<file path="config.mk">
export PLATFORM = sky130hd
export DESIGN_NAME = line_pixel_rasterizer
export DESIGN_NICKNAME = d
export VERILOG_FILES = /design/src/rtl/core/lpr_pkg.sv /design/src/rtl/core/line_pixel_rasterizer.sv /design/src/rtl/core/lpr_front.sv /design/src/rtl/core/lpr_walk.sv /design/src/rtl/core/lpr_addr.sv
export SDC_FILE = /design/constraint.sdc
export NUM_CORES = 2
export LEC_CHECK = 0
export BUFFER_PORTS_ARGS = -buffer_cell sky130_fd_sc_hd__buf_2
export CORE_MARGIN = 2
export CORE_UTILIZATION = 50
export CTS_CLUSTER_DIAMETER = 50
export DETAILED_ROUTE_END_ITERATION = 10
export PLACE_DENSITY = 0.68
export SLEW_MARGIN = 20
export SYNTH_ARGS = -nofsm -noshare
export SYNTH_HDL_FRONTEND = slang
export SYNTH_SLANG_ARGS = --single-unit
export TNS_END_PERCENT = 20
</file>
<file path="constraint.sdc">
create_clock -name clock -period 8.5 [get_ports clock]
set_input_delay 0.85 -clock clock [delete_from_list [all_inputs] [get_ports clock]]
set_output_delay 0.85 -clock clock [all_outputs]
set_load 0.02 [all_outputs]
</file>
<file path="src/rtl/core/lpr_pkg.sv">
package lpr_pkg;

   localparam int DEF_COORD_BITS = 12;
   localparam int DEF_COLOR_BITS = 32;

   localparam int CFG_BITS  = 12;
   localparam int ADDR_BITS = 22;
   localparam int LIM_BITS  = 2 * CFG_BITS;

   localparam logic [CFG_BITS-1:0] RESET_ROW_WIDTH    = 12'd640;
   localparam logic [CFG_BITS-1:0] RESET_FRAME_HEIGHT = 12'd480;

   typedef enum logic {
      ACT_LOAD = 1'b0,
      ACT_STEP = 1'b1
   } action_type;

   typedef enum logic {
      REG_ROW_WIDTH    = 1'b0,
      REG_FRAME_HEIGHT = 1'b1
   } reg_index_type;

endpackage

</file>
<file path="src/rtl/core/line_pixel_rasterizer.sv">
// path: a step word passes the queue and the walk unit, then the a input register, the b
// multiply register and the c add/compare output register; a load word gives no output
// throughput: one word per cycle in while the queue has room, one pixel per cycle out
// while rsp_tready allows, bounded by the combinational bresenham update in the walk unit
// reset: synchronous, clears queue, walk state and pipeline valids;
// row_width returns to 640 and frame_height to 480
module line_pixel_rasterizer
   import lpr_pkg::*;
#(
   parameter int COORD_BITS = DEF_COORD_BITS,
   parameter int COLOR_BITS = DEF_COLOR_BITS,
   localparam int IN_W  = ((4 * COORD_BITS + COLOR_BITS + 7) / 8) * 8,
   localparam int OUT_W = ((2 * COORD_BITS + ADDR_BITS + COLOR_BITS + 7) / 8) * 8
) (
   input  logic              clock,
   input  logic              reset,
   input  logic              req_tvalid,
   output logic              req_tready,
   input  logic [IN_W-1:0]   req_tdata,   // start_x, start_y, end_x, end_y, pen_color
   input  logic              req_tuser,   // action
   output logic              rsp_tvalid,
   input  logic              rsp_tready,
   output logic [OUT_W-1:0]  rsp_tdata,   // pixel_x, pixel_y, pixel_address, pixel_color
   output logic              rsp_tuser,   // write_enable
   output logic              rsp_tlast,
   input  logic              csr_psel,
   input  logic              csr_penable,
   input  logic              csr_pwrite,
   input  logic [2:0]        csr_paddr,
   input  logic [31:0]       csr_pwdata,
   output logic [31:0]       csr_prdata,
   output logic              csr_pready
);

   localparam int C = COORD_BITS;

   logic [CFG_BITS-1:0] row_width_ff, row_width_in;
   logic [CFG_BITS-1:0] frame_height_ff, frame_height_in;
   reg_index_type       csr_index;
   logic                csr_write;

   assign csr_pready = 1'b1;
   assign csr_index  = reg_index_type'(csr_paddr[2]);
   assign csr_write  = csr_psel && csr_penable && csr_pwrite;

   always_comb begin
      row_width_in    = row_width_ff;
      frame_height_in = frame_height_ff;
      if (csr_write) begin
         unique case (csr_index)
            REG_ROW_WIDTH:    row_width_in    = csr_pwdata[CFG_BITS-1:0];
            REG_FRAME_HEIGHT: frame_height_in = csr_pwdata[CFG_BITS-1:0];
            default: ;
         endcase
      end
      unique case (csr_index)
         REG_ROW_WIDTH:    csr_prdata = {{(32 - CFG_BITS){1'b0}}, row_width_ff};
         REG_FRAME_HEIGHT: csr_prdata = {{(32 - CFG_BITS){1'b0}}, frame_height_ff};
         default:          csr_prdata = '0;
      endcase
   end

   always_ff @(posedge clock) begin
      if (reset) begin
         row_width_ff    <= RESET_ROW_WIDTH;
         frame_height_ff <= RESET_FRAME_HEIGHT;
      end else begin
         row_width_ff    <= row_width_in;
         frame_height_ff <= frame_height_in;
      end
   end

   logic                  cmd_valid, cmd_ready;
   action_type            cmd_action;
   logic signed [C-1:0]   cmd_cur_x, cmd_cur_y, cmd_goal_x, cmd_goal_y;
   logic [C-1:0]          cmd_span_x, cmd_span_y;
   logic                  cmd_dir_x_neg, cmd_dir_y_neg;
   logic [COLOR_BITS-1:0] cmd_color;

   lpr_front #(
      .COORD_BITS (COORD_BITS),
      .COLOR_BITS (COLOR_BITS)
   ) u_front (
      .clock         (clock),
      .reset         (reset),
      .in_valid      (req_tvalid),
      .in_ready      (req_tready),
      .in_action     (action_type'(req_tuser)),
      .in_start_x    (req_tdata[0 +: C]),
      .in_start_y    (req_tdata[C +: C]),
      .in_end_x      (req_tdata[2 * C +: C]),
      .in_end_y      (req_tdata[3 * C +: C]),
      .in_color      (req_tdata[4 * C +: COLOR_BITS]),
      .cmd_valid     (cmd_valid),
      .cmd_ready     (cmd_ready),
      .cmd_action    (cmd_action),
      .cmd_cur_x     (cmd_cur_x),
      .cmd_cur_y     (cmd_cur_y),
      .cmd_goal_x    (cmd_goal_x),
      .cmd_goal_y    (cmd_goal_y),
      .cmd_span_x    (cmd_span_x),
      .cmd_span_y    (cmd_span_y),
      .cmd_dir_x_neg (cmd_dir_x_neg),
      .cmd_dir_y_neg (cmd_dir_y_neg),
      .cmd_color     (cmd_color)
   );

   logic                  pix_valid, pix_ready, pix_last;
   logic signed [C-1:0]   pix_x, pix_y;
   logic [COLOR_BITS-1:0] pix_color;

   lpr_walk #(
      .COORD_BITS (COORD_BITS),
      .COLOR_BITS (COLOR_BITS)
   ) u_walk (
      .clock         (clock),
      .reset         (reset),
      .cmd_valid     (cmd_valid),
      .cmd_ready     (cmd_ready),
      .cmd_action    (cmd_action),
      .cmd_cur_x     (cmd_cur_x),
      .cmd_cur_y     (cmd_cur_y),
      .cmd_goal_x    (cmd_goal_x),
      .cmd_goal_y    (cmd_goal_y),
      .cmd_span_x    (cmd_span_x),
      .cmd_span_y    (cmd_span_y),
      .cmd_dir_x_neg (cmd_dir_x_neg),
      .cmd_dir_y_neg (cmd_dir_y_neg),
      .cmd_color     (cmd_color),
      .pix_valid     (pix_valid),
      .pix_ready     (pix_ready),
      .pix_x         (pix_x),
      .pix_y         (pix_y),
      .pix_last      (pix_last),
      .pix_color     (pix_color)
   );

   logic signed [C-1:0]   out_x, out_y;
   logic [ADDR_BITS-1:0]  out_address;
   logic [COLOR_BITS-1:0] out_color;

   lpr_addr #(
      .COORD_BITS (COORD_BITS),
      .COLOR_BITS (COLOR_BITS)
   ) u_addr (
      .clock            (clock),
      .reset            (reset),
      .row_width        (row_width_ff),
      .frame_height     (frame_height_ff),
      .pix_valid        (pix_valid),
      .pix_ready        (pix_ready),
      .pix_x            (pix_x),
      .pix_y            (pix_y),
      .pix_last         (pix_last),
      .pix_color        (pix_color),
      .out_valid        (rsp_tvalid),
      .out_ready        (rsp_tready),
      .out_x            (out_x),
      .out_y            (out_y),
      .out_address      (out_address),
      .out_write_enable (rsp_tuser),
      .out_color        (out_color),
      .out_last         (rsp_tlast)
   );

   assign rsp_tdata = {{(OUT_W - 2 * C - ADDR_BITS - COLOR_BITS){1'b0}},
                       out_color, out_address, out_y, out_x};

endmodule

</file>
<file path="src/rtl/core/lpr_front.sv">
module lpr_front
   import lpr_pkg::*;
#(
   parameter int COORD_BITS = DEF_COORD_BITS,
   parameter int COLOR_BITS = DEF_COLOR_BITS
) (
   input  logic                         clock,
   input  logic                         reset,
   input  logic                         in_valid,
   output logic                         in_ready,
   input  action_type                   in_action,
   input  logic signed [COORD_BITS-1:0] in_start_x,
   input  logic signed [COORD_BITS-1:0] in_start_y,
   input  logic signed [COORD_BITS-1:0] in_end_x,
   input  logic signed [COORD_BITS-1:0] in_end_y,
   input  logic [COLOR_BITS-1:0]        in_color,
   output logic                         cmd_valid,
   input  logic                         cmd_ready,
   output action_type                   cmd_action,
   output logic signed [COORD_BITS-1:0] cmd_cur_x,
   output logic signed [COORD_BITS-1:0] cmd_cur_y,
   output logic signed [COORD_BITS-1:0] cmd_goal_x,
   output logic signed [COORD_BITS-1:0] cmd_goal_y,
   output logic [COORD_BITS-1:0]        cmd_span_x,
   output logic [COORD_BITS-1:0]        cmd_span_y,
   output logic                         cmd_dir_x_neg,
   output logic                         cmd_dir_y_neg,
   output logic [COLOR_BITS-1:0]        cmd_color
);

   localparam int C     = COORD_BITS;
   localparam int ENT_W = 1 + 6 * C + 2 + COLOR_BITS;

   logic [ENT_W-1:0] entry_ff [2];
   logic             wr_ptr_ff, wr_ptr_in;
   logic             rd_ptr_ff, rd_ptr_in;
   logic [1:0]       count_ff, count_in;

   logic signed [C:0] dx, dy;
   logic [C:0]        abs_x, abs_y;
   logic              neg_x, neg_y;
   logic [ENT_W-1:0]  new_entry, head;
   logic              push, pop;

   always_comb begin
      dx    = {in_end_x[C-1], in_end_x} - {in_start_x[C-1], in_start_x};
      dy    = {in_end_y[C-1], in_end_y} - {in_start_y[C-1], in_start_y};
      abs_x = dx[C] ? (~dx + 1'b1) : dx;
      abs_y = dy[C] ? (~dy + 1'b1) : dy;
      neg_x = dx[C] || (dx == '0);
      neg_y = dy[C] || (dy == '0);
      new_entry = {in_color, neg_y, neg_x, abs_y[C-1:0], abs_x[C-1:0],
                   in_end_y, in_end_x, in_start_y, in_start_x, in_action};
   end

   assign in_ready  = (count_ff != 2'd2);
   assign cmd_valid = (count_ff != 2'd0);
   assign push      = in_valid && in_ready;
   assign pop       = cmd_valid && cmd_ready;

   assign head = entry_ff[rd_ptr_ff];
   always_comb begin
      cmd_action    = action_type'(head[0]);
      cmd_cur_x     = head[1 +: C];
      cmd_cur_y     = head[1 + C +: C];
      cmd_goal_x    = head[1 + 2 * C +: C];
      cmd_goal_y    = head[1 + 3 * C +: C];
      cmd_span_x    = head[1 + 4 * C +: C];
      cmd_span_y    = head[1 + 5 * C +: C];
      cmd_dir_x_neg = head[1 + 6 * C];
      cmd_dir_y_neg = head[2 + 6 * C];
      cmd_color     = head[3 + 6 * C +: COLOR_BITS];
   end

   always_comb begin
      wr_ptr_in = push ? ~wr_ptr_ff : wr_ptr_ff;
      rd_ptr_in = pop ? ~rd_ptr_ff : rd_ptr_ff;
      count_in  = count_ff;
      if (push && !pop) begin
         count_in = count_ff + 2'd1;
      end else if (pop && !push) begin
         count_in = count_ff - 2'd1;
      end
   end

   always_ff @(posedge clock) begin
      if (reset) begin
         wr_ptr_ff <= 1'b0;
         rd_ptr_ff <= 1'b0;
         count_ff  <= 2'd0;
      end else begin
         wr_ptr_ff <= wr_ptr_in;
         rd_ptr_ff <= rd_ptr_in;
         count_ff  <= count_in;
      end
   end

   always_ff @(posedge clock) begin
      if (push) begin
         entry_ff[wr_ptr_ff] <= new_entry;
      end
   end

endmodule

</file>
<file path="src/rtl/core/lpr_walk.sv">
module lpr_walk
   import lpr_pkg::*;
#(
   parameter int COORD_BITS = DEF_COORD_BITS,
   parameter int COLOR_BITS = DEF_COLOR_BITS
) (
   input  logic                         clock,
   input  logic                         reset,
   input  logic                         cmd_valid,
   output logic                         cmd_ready,
   input  action_type                   cmd_action,
   input  logic signed [COORD_BITS-1:0] cmd_cur_x,
   input  logic signed [COORD_BITS-1:0] cmd_cur_y,
   input  logic signed [COORD_BITS-1:0] cmd_goal_x,
   input  logic signed [COORD_BITS-1:0] cmd_goal_y,
   input  logic [COORD_BITS-1:0]        cmd_span_x,
   input  logic [COORD_BITS-1:0]        cmd_span_y,
   input  logic                         cmd_dir_x_neg,
   input  logic                         cmd_dir_y_neg,
   input  logic [COLOR_BITS-1:0]        cmd_color,
   output logic                         pix_valid,
   input  logic                         pix_ready,
   output logic signed [COORD_BITS-1:0] pix_x,
   output logic signed [COORD_BITS-1:0] pix_y,
   output logic                         pix_last,
   output logic [COLOR_BITS-1:0]        pix_color
);

   localparam int C = COORD_BITS;

   logic                busy_ff, busy_in;
   logic                end_sent_ff, end_sent_in;
   logic signed [C-1:0] cur_x_ff, cur_x_in, cur_y_ff, cur_y_in;
   logic signed [C-1:0] goal_x_ff, goal_x_in, goal_y_ff, goal_y_in;
   logic [C-1:0]        span_x_ff, span_x_in, span_y_ff, span_y_in;
   logic                dir_x_neg_ff, dir_x_neg_in, dir_y_neg_ff, dir_y_neg_in;
   logic signed [C+1:0] err_ff, err_in;
   logic [COLOR_BITS-1:0] color_ff, color_in;

   logic signed [C+2:0] e2, sx_w, sy_w, err_next;
   logic                step_x, step_y, done_end, done_walk, fire;
   logic signed [C-1:0] nx, ny;

   always_comb begin
      sx_w     = {3'b000, span_x_ff};
      sy_w     = {3'b000, span_y_ff};
      e2       = {err_ff, 1'b0};
      step_x   = (e2 > -sy_w);
      step_y   = (e2 < sx_w);
      nx       = step_x ? (dir_x_neg_ff ? cur_x_ff - 1'b1 : cur_x_ff + 1'b1) : cur_x_ff;
      ny       = step_y ? (dir_y_neg_ff ? cur_y_ff - 1'b1 : cur_y_ff + 1'b1) : cur_y_ff;
      err_next = {err_ff[C+1], err_ff} - (step_x ? sy_w : '0) + (step_y ? sx_w : '0);
      done_end  = (cur_x_ff == goal_x_ff) && (cur_y_ff == goal_y_ff);
      done_walk = (nx == goal_x_ff) && (ny == goal_y_ff);
   end

   always_comb begin
      busy_in      = busy_ff;
      end_sent_in  = end_sent_ff;
      cur_x_in     = cur_x_ff;
      cur_y_in     = cur_y_ff;
      goal_x_in    = goal_x_ff;
      goal_y_in    = goal_y_ff;
      span_x_in    = span_x_ff;
      span_y_in    = span_y_ff;
      dir_x_neg_in = dir_x_neg_ff;
      dir_y_neg_in = dir_y_neg_ff;
      err_in       = err_ff;
      color_in     = color_ff;
      cmd_ready    = 1'b0;
      pix_valid    = 1'b0;
      pix_x        = end_sent_ff ? cur_x_ff : goal_x_ff;
      pix_y        = end_sent_ff ? cur_y_ff : goal_y_ff;
      pix_last     = end_sent_ff ? done_walk : done_end;
      pix_color    = color_ff;
      fire         = 1'b0;
      if (cmd_valid) begin
         if (cmd_action == ACT_LOAD) begin
            cmd_ready    = 1'b1;
            busy_in      = 1'b1;
            end_sent_in  = 1'b0;
            cur_x_in     = cmd_cur_x;
            cur_y_in     = cmd_cur_y;
            goal_x_in    = cmd_goal_x;
            goal_y_in    = cmd_goal_y;
            span_x_in    = cmd_span_x;
            span_y_in    = cmd_span_y;
            dir_x_neg_in = cmd_dir_x_neg;
            dir_y_neg_in = cmd_dir_y_neg;
            err_in       = {2'b00, cmd_span_x} - {2'b00, cmd_span_y};
            color_in     = cmd_color;
         end else if (!busy_ff) begin
            cmd_ready = 1'b1;
         end else begin
            pix_valid = 1'b1;
            cmd_ready = pix_ready;
            fire      = pix_ready;
         end
      end
      if (fire) begin
         end_sent_in = 1'b1;
         if (!end_sent_ff) begin
            busy_in = !done_end;
         end else begin
            busy_in  = !done_walk;
            cur_x_in = nx;
            cur_y_in = ny;
            err_in   = err_next[C+1:0];
         end
      end
   end

   always_ff @(posedge clock) begin
      if (reset) begin
         busy_ff      <= 1'b0;
         end_sent_ff  <= 1'b0;
         cur_x_ff     <= '0;
         cur_y_ff     <= '0;
         goal_x_ff    <= '0;
         goal_y_ff    <= '0;
         span_x_ff    <= '0;
         span_y_ff    <= '0;
         dir_x_neg_ff <= 1'b0;
         dir_y_neg_ff <= 1'b0;
         err_ff       <= '0;
         color_ff     <= '0;
      end else begin
         busy_ff      <= busy_in;
         end_sent_ff  <= end_sent_in;
         cur_x_ff     <= cur_x_in;
         cur_y_ff     <= cur_y_in;
         goal_x_ff    <= goal_x_in;
         goal_y_ff    <= goal_y_in;
         span_x_ff    <= span_x_in;
         span_y_ff    <= span_y_in;
         dir_x_neg_ff <= dir_x_neg_in;
         dir_y_neg_ff <= dir_y_neg_in;
         err_ff       <= err_in;
         color_ff     <= color_in;
      end
   end

endmodule

</file>
<file path="src/rtl/core/lpr_addr.sv">
module lpr_addr
   import lpr_pkg::*;
#(
   parameter int COORD_BITS = DEF_COORD_BITS,
   parameter int COLOR_BITS = DEF_COLOR_BITS
) (
   input  logic                         clock,
   input  logic                         reset,
   input  logic [CFG_BITS-1:0]          row_width,
   input  logic [CFG_BITS-1:0]          frame_height,
   input  logic                         pix_valid,
   output logic                         pix_ready,
   input  logic signed [COORD_BITS-1:0] pix_x,
   input  logic signed [COORD_BITS-1:0] pix_y,
   input  logic                         pix_last,
   input  logic [COLOR_BITS-1:0]        pix_color,
   output logic                         out_valid,
   input  logic                         out_ready,
   output logic signed [COORD_BITS-1:0] out_x,
   output logic signed [COORD_BITS-1:0] out_y,
   output logic [ADDR_BITS-1:0]         out_address,
   output logic                         out_write_enable,
   output logic [COLOR_BITS-1:0]        out_color,
   output logic                         out_last
);

   localparam int C     = COORD_BITS;
   localparam int PW    = C + CFG_BITS + 1;
   localparam int LIN_W = (PW + 1 > LIM_BITS + 1) ? PW + 1 : LIM_BITS + 1;

   logic [LIM_BITS-1:0] lim_ff;

   logic                  a_valid_ff, a_valid_in;
   logic signed [C-1:0]   a_x_ff, a_y_ff;
   logic                  a_last_ff;
   logic [COLOR_BITS-1:0] a_color_ff;

   logic                  b_valid_ff, b_valid_in;
   logic signed [PW-1:0]  b_prod_ff, b_prod_in;
   logic signed [C-1:0]   b_x_ff, b_y_ff;
   logic                  b_last_ff;
   logic [COLOR_BITS-1:0] b_color_ff;

   logic                  c_valid_ff, c_valid_in;
   logic signed [C-1:0]   c_x_ff, c_y_ff;
   logic [ADDR_BITS-1:0]  c_addr_ff, c_addr_in;
   logic                  c_we_ff, c_we_in;
   logic                  c_last_ff;
   logic [COLOR_BITS-1:0] c_color_ff;

   logic                  a_ready, b_ready, c_ready;
   logic [LIN_W-1:0]      lin;

   assign c_ready   = !c_valid_ff || out_ready;
   assign b_ready   = !b_valid_ff || c_ready;
   assign a_ready   = !a_valid_ff || b_ready;
   assign pix_ready = a_ready;

   always_comb begin
      a_valid_in = a_ready ? pix_valid : a_valid_ff;
      b_valid_in = b_ready ? a_valid_ff : b_valid_ff;
      c_valid_in = c_ready ? b_valid_ff : c_valid_ff;
      b_prod_in  = $signed({{(PW - C){a_y_ff[C-1]}}, a_y_ff})
                 * $signed({{(PW - CFG_BITS){1'b0}}, row_width});
      lin        = {{(LIN_W - PW){b_prod_ff[PW-1]}}, b_prod_ff}
                 + {{(LIN_W - C){b_x_ff[C-1]}}, b_x_ff};
      c_addr_in  = lin[ADDR_BITS-1:0];
      c_we_in    = !b_x_ff[C-1] && !b_y_ff[C-1]
                 && (lin < {{(LIN_W - LIM_BITS){1'b0}}, lim_ff});
   end

   always_ff @(posedge clock) begin
      if (reset) begin
         a_valid_ff <= 1'b0;
         b_valid_ff <= 1'b0;
         c_valid_ff <= 1'b0;
      end else begin
         a_valid_ff <= a_valid_in;
         b_valid_ff <= b_valid_in;
         c_valid_ff <= c_valid_in;
      end
   end

   always_ff @(posedge clock) begin
      lim_ff <= {{(LIM_BITS - CFG_BITS){1'b0}}, row_width}
              * {{(LIM_BITS - CFG_BITS){1'b0}}, frame_height};
      if (a_ready) begin
         a_x_ff     <= pix_x;
         a_y_ff     <= pix_y;
         a_last_ff  <= pix_last;
         a_color_ff <= pix_color;
      end
      if (b_ready) begin
         b_prod_ff  <= b_prod_in;
         b_x_ff     <= a_x_ff;
         b_y_ff     <= a_y_ff;
         b_last_ff  <= a_last_ff;
         b_color_ff <= a_color_ff;
      end
      if (c_ready) begin
         c_x_ff     <= b_x_ff;
         c_y_ff     <= b_y_ff;
         c_addr_ff  <= c_addr_in;
         c_we_ff    <= c_we_in;
         c_last_ff  <= b_last_ff;
         c_color_ff <= b_color_ff;
      end
   end

   assign out_valid        = c_valid_ff;
   assign out_x            = c_x_ff;
   assign out_y            = c_y_ff;
   assign out_address      = c_addr_ff;
   assign out_write_enable = c_we_ff;
   assign out_color        = c_color_ff;
   assign out_last         = c_last_ff;

endmodule

</file>
-- Word-level counts from Yosys, hierarchy flattened
Memory sizes are Yosys's and may differ from the RTL's. A register that Yosys moved wholly into a read port is not among the register bits.
Cells that the tools add are included.
- add/sub/neg operators: 15
- multipliers: 2
- div/mod/pow operators: 0
- order comparisons: 3
- equal/unequal tests: 6
- shift-type cells: 0
- mux-type cells: 46
- bitwise operators: 6
- reductions and logical operators: 33
- operator list (operator ; count):
    12-bit two-way mux ; 18
    32-bit one-hot mux with 2 select lines ; 1
    14-bit two-way mux ; 4
    12-bit by 1-bit adder with 12-bit output, second input constant ; 4
    12-bit == test ; 4
    12-bit by 12-bit subtractor with 13-bit output ; 3
    25-bit by 12-bit adder with 26-bit output ; 1
    13-bit zero test ; 2
    26-bit by 24-bit < comparator with 1-bit output ; 1
    12-bit by 13-bit multiplier with 25-bit output ; 1
    12-bit by 12-bit multiplier with 24-bit output ; 1
    12-bit NOT ; 2
    12-bit by 1-bit subtractor with 12-bit output, second input constant ; 2
    1-bit two-way mux ; 21
    15-bit greater-than comparator ; 1
    15-bit by 13-bit < comparator with 1-bit output ; 1
    12-bit negation with 15-bit output ; 1
    14-bit adder ; 1
    14-bit by 12-bit subtractor with 14-bit output ; 1
    1-bit logical AND ; 10
    1-bit zero test ; 9
    2-bit AND reduction ; 4
    2-bit nonzero test ; 3
    1-bit logical OR ; 5
    6 further kinds ; 10
- register bits: 396
- latch bits: 0
- bits in writable memories: 214
- memory bits (read-only): 0
- output and inout bits: 117
- logic and storage cells: 148
- memories kept: 1
- memory list (memory ; depth ; bits a word ; read ports ; clocked after memory_dff ; write ports ; RTL line ; source):
    u_front.entry_ff ; 2 ; 107 ; 1 ; 1 ; 1 ; lpr_front.sv:34 ; logic [ENT_W-1:0] entry_ff [2];

-- Depth between registers and ports, before layout
- word-level depth: 11
- depth in mapped cells: 29

-- Cells and area by module
From an unflattened synthesis, not the netlist that was laid out.
- cells, all modules: 3632
- area total of the unflattened synthesis: 38803.5 um^2
- modules (own cells, without submodules) (module ; times used ; cells an instance ; area an instance (um^2) ; sequential area each (um^2)):
    lpr_addr ; 1 ; 1665 ; 18634.1 ; 7116.8
    lpr_front ; 1 ; 606 ; 9591.7 ; 6526.3
    lpr_walk ; 1 ; 1224 ; 9226.3 ; 2442.3
    line_pixel_rasterizer ; 1 ; 137 ; 1351.3 ; 480.5

-- Least setup slack after synthesis
Ideal clock, no wire load.
- kind: flip-flop to flip-flop
- start: register u_walk.span_y_ff[2]
- end: register u_walk.err_ff[13]
- setup time: 0.115 ns
- arrival time: 5.915 ns
- required time: 8.385 ns
- path slack: 2.471 ns
- cell stages (with the launch flop): 28
- path buffers: 3
- period minus slack after synthesis: 6.029 ns
- cells stage by stage: dfxtp_1 or4_1 nor3_1 nand2_1 or2_2 nor2_1 xor2_1 ha_1 and3_1 a221o_1 a21oi_1 a21oi_1 buf_4 buf_2 buf_2 and2_1 fa_1 inv_1 ha_1 a21o_1 a21o_1 a21oi_1 o21ai_0 a41oi_1 o21ai_0 a21oi_1 mux2i_1 a2111oi_0
- word-level cells in the longest chain between the ends: 7
- RTL lines (item ; RTL line ; source):
    start, declared ; lpr_walk.sv:35 ; logic [C-1:0] span_x_ff, span_x_in, span_y_ff, span_y_in;
    start signal, assigned ; lpr_walk.sv:135 ; span_y_ff <= span_y_in;
    12-bit negation with 15-bit output ; lpr_walk.sv:48 ; step_x = (e2 > -sy_w);
    15-bit greater-than comparator ; lpr_walk.sv:48 ;
    12-bit two-way mux * ; lpr_walk.sv:52 ; err_next = {err_ff[C+1], err_ff} - (step_x ? sy_w : '0) + (step_y ? sx_w : '0);
    14-bit by 12-bit subtractor with 14-bit output * ; lpr_walk.sv:52 ;
    14-bit adder * ; lpr_walk.sv:52 ;
    14-bit two-way mux * ; lpr_walk.sv:102 ; if (!end_sent_ff) begin
    14-bit two-way mux * ; lpr_walk.sv:100 ; if (fire) begin
    end signal, assigned ; lpr_walk.sv:138 ; err_ff <= err_in;
    end, declared ; lpr_walk.sv:37 ; logic signed [C+1:0] err_ff, err_in;
Mark *: on every way between the ends. The rest lies on a longest branch, timed or not.
A chain may end at the register's enable or synchronous reset.

-- Worst setup path in the final report
Ends and elaborated chain as after synthesis.

==> qor.yml <==
synth:
  synthFlopType: "edfxtp_1"
  netlist_area_sq_um: 37900
  synth-edff-count: 433
  synth.yosys.seq_area_share_pct: 43.7
  yosysTopAreaCell: "edfxtp_1"
  synth_cells: 3479
  synth_most_common_cell: "edfxtp_1"
  syn_area_per_cell_sq_um: 10.9
  synth_top_area_share_pct: 34.3
  yosys-top-cells-area: "edfxtp_1 (34%), fa_1 (12%), ha_1 (9.4%)"
  synth_common_cells: "edfxtp_1 (433), inv_1 (398), nand2_1 (351)"
  synth_seq_cells: 611
  synthArstFlopShare_pct: 0
  yosysUniqueCellTypes: 94
  yosys_warnings: 0
cells_and_area:
  fill_cells: 6473
  nNetsFinal: 4273
  sequential_cell_area_sq_um: 16600
  utilization_pct: 56.4
  area_growth_pct: 12.3
  drive_gt1_share_pct: 12.0
  multiInputGateArea_sq_um: 19300
placed_design:
  io_buffers: 194
  dp_hpwl_mm: 63.8
  gp_congestion: 0.898
  dp_slack_ns: 2.02
power:
  ir_drop_mv: 0.219
  p_leak_uw: 0.0187
  powerDensity_nw_per_um2: 344
die:
  die_w_microns: 279
  io_pins: 240
  die_h_microns: 279
  start_util_pct: 50.2
  core_sq_um: 75600
  placement_rows: 101
  die-area_sq_um: 78100
global_routing:
  grt_pass1_vias: 25300
  grt-ovfl-total: 0
  track_usage_pct: 22.4
  antenna_found_initial: 1
  grt_pass1_wl_mm: 137
  grt_max_degree: 100
sta:
  post-route-min-period_ns: 6.58
  finalSetupViolations: 0
  skew_ns: 0.0576
  slew_viol_final: 0
  hold_viol: 0
  maxSlewHeadroom_pct: 26.8
  period_share_pct: 77.5
  max_clock_freq_mhz: 152
  fin_tns_setup_ns: 0
  worst_slew_pin_slew_ns: 1.10
  rsz0062_at_grt: "false"
  fin_ws_ns: 1.92
route:
  vias: 25400
  first_pass_iters: 5
  wl_per_cell_microns: 18.5
  drt_iter0_markers: 1295
  routed_wl_mm: 86.6
  drc: 0
  vias_per_cell: 5.42
  antenna_left: 0
status:
  status: "complete, no violations"
clock_network:
  cts_tree: "yes"
  cts_setup_buffers: 0
  clock_tree.buffer_depth: 3
  hold_buffers: 0
  htreeDepth: 3
  cts-resized-gates: 0
  cts_num_sinks: 611
  clock-root-buffer: "clkbuf_16"
  cts_buffers: 78
  clkTransAtPathRegs_ns: 0.06
  clkLatencyLatePin_ns: 0.66
flow_run:
  cap_violations: 0
setup_path:
  crit_arrival_ns: 7.09
  cp-start-kind: "flip-flop"
  crit_required_ns: 9.01
  cp_max_fo: 37
  crit_type: "flip-flop to flip-flop"
  end_kind: "flip-flop"
min_path:
  hold_path.class: "input port to flip-flop"
## critical path: stages (launching register included)
cell	delay, ns
dfxtp_1	0.37
or4_1	0.59
nor3_1	0.21
nor4b_1	0.52
nand2_1	0.17
xnor2_1	0.16
ha_1	0.18
a21o_1	0.18
a2111o_1	0.40
a21oi_1	0.21
a21oi_2	0.09
buf_4	0.29
and2_1	0.25
fa_1	0.50
inv_1	0.05
ha_1	0.33
a21o_1	0.20
a21oi_1	0.22
o21ai_0	0.18
a41oi_1	0.40
o21ai_0	0.24
a21oi_1	0.24
mux2i_1	0.09
a2111oi_0	0.37
## placed cells by master, fill, tap and decap left out, types with 10 or more instances in the layout
master / n
o21a_1: 18
clkbuf_16: 80
fa_1: 219
nor2_1: 232
a211oi_1: 121
o211ai_1: 18
or2_2: 13
xnor2_1: 93
and3_1: 16
nand2_1: 350
nand2b_1: 31
and2_1: 120
mux2_2: 47
a21o_1: 31
or3_1: 13
ha_1: 286
buf_4: 28
clkinv_2: 12
buf_2: 193
edfxtp_1: 433
dfxtp_1: 177
inv_1: 397
nor4_1: 13
nand4_1: 10
nor2b_1: 30
nand3_1: 30
xor2_1: 64
a311oi_1: 10
conb_1: 23
nor3_1: 45
clkbuf_8: 13
mux2i_1: 112
o21ai_0: 71
nand3b_1: 11
a21oi_1: 142
## stage by stage
| step | power [uW] | hold WS, ns | std cells | cell area (sq um) |
|---|---|---|---|---|
| after floorplan | 9450 | 0.400 | 3500 | 38000 |
| after global placement | 11100 | 0.401 | 4543 | 39800 |
| after detailed placement | 11200 | 0.405 | 4543 | 39800 |
| after CTS | 14700 | 0.342 | 4689 | 42600 |
| after global routing | 15700 | 0.352 | 4690 | 42600 |
| final | 14600 | 0.380 | 4690 | 42600 |
## metal layers
metal | global-route usage [%] | up-vias | part of all wire [%]
li1 | - | 12300 | -
met1 | 29.1 | 12300 | 44
met2 | 37.6 | 614 | 48
met3 | 3.35 | 155 | 4.8
met4 | 9.21 | 0 | 3.8
met5 | 0 | - | 0
## area by class of cell
type / instances / area share, %
diodes: 1 / 0.00587
clock buffers: 102 / 5.20
clock inverters: 44 / 1.36
inverters: 398 / 3.51
multi-input cells: 2335 / 45.4
flip-flops and latches: 611 / 38.9
well taps: 978 / 2.87
repair buffers: 221 / 2.76
## state kept, by name (all words and copies together) (netlist names), 14 cells and up, named ones only
register / flops
u_front.entry_ff: 214
u_addr.a_color_ff: 32
u_addr.b_color_ff: 32
u_addr.out_color: 32
u_walk.pix_color: 32
u_addr.b_prod_ff: 25
u_addr.lim_ff: 24
u_addr.out_address: 22
u_walk.err_ff: 14
## report_power, final
group | total, uW | internal [uW] | switching, uW
clock network | 3430 | 2070 | 1360
logic | 6420 | 2520 | 3900
registers | 4800 | 4200 | 600
total | 14600 | 8790 | 5860
## final timing paths
path / from / endpoint / slack, ns / depth (start not counted)
max: u_walk.span_y_ff[2]$_SDFFE_PP0P_ / u_walk.err_ff[13]$_SDFF_PP0_ / 1.92 / 23
min: req_tdata[68] / u_front.entry_ff[0][95]$_DFFE_PP_ / 0.38 / 1
max reg2reg: u_walk.span_y_ff[2]$_SDFFE_PP0P_ / u_walk.err_ff[13]$_SDFF_PP0_ / 1.92 / 23
min reg2reg: u_addr.a_x_ff[7]$_DFFE_PN_ / u_addr.b_x_ff[7]$_DFFE_PP_ / 0.40 / 0
## logic make-up (layout without fill, tap and decap cells)
| family | Yosys count | count (layout) | synth area share [%] |
|---|---|---|---|
| AOI/OAI and AO/OA | 544 | 544 | 9.85 |
| xor gates and xnor gates | 160 | 160 | 3.79 |
| adders and majority gates | 505 | 505 | 21.0 |
| buffers and inverters | 554 | 765 | 5.73 |
| DFF | 611 | 611 | 43.7 |
| muxes | 159 | 159 | 4.35 |
| other | 2 | 24 | 0.0198 |
| and+or+nand+nor | 944 | 944 | 11.6 |
Power figures use the tool's default switching activity.
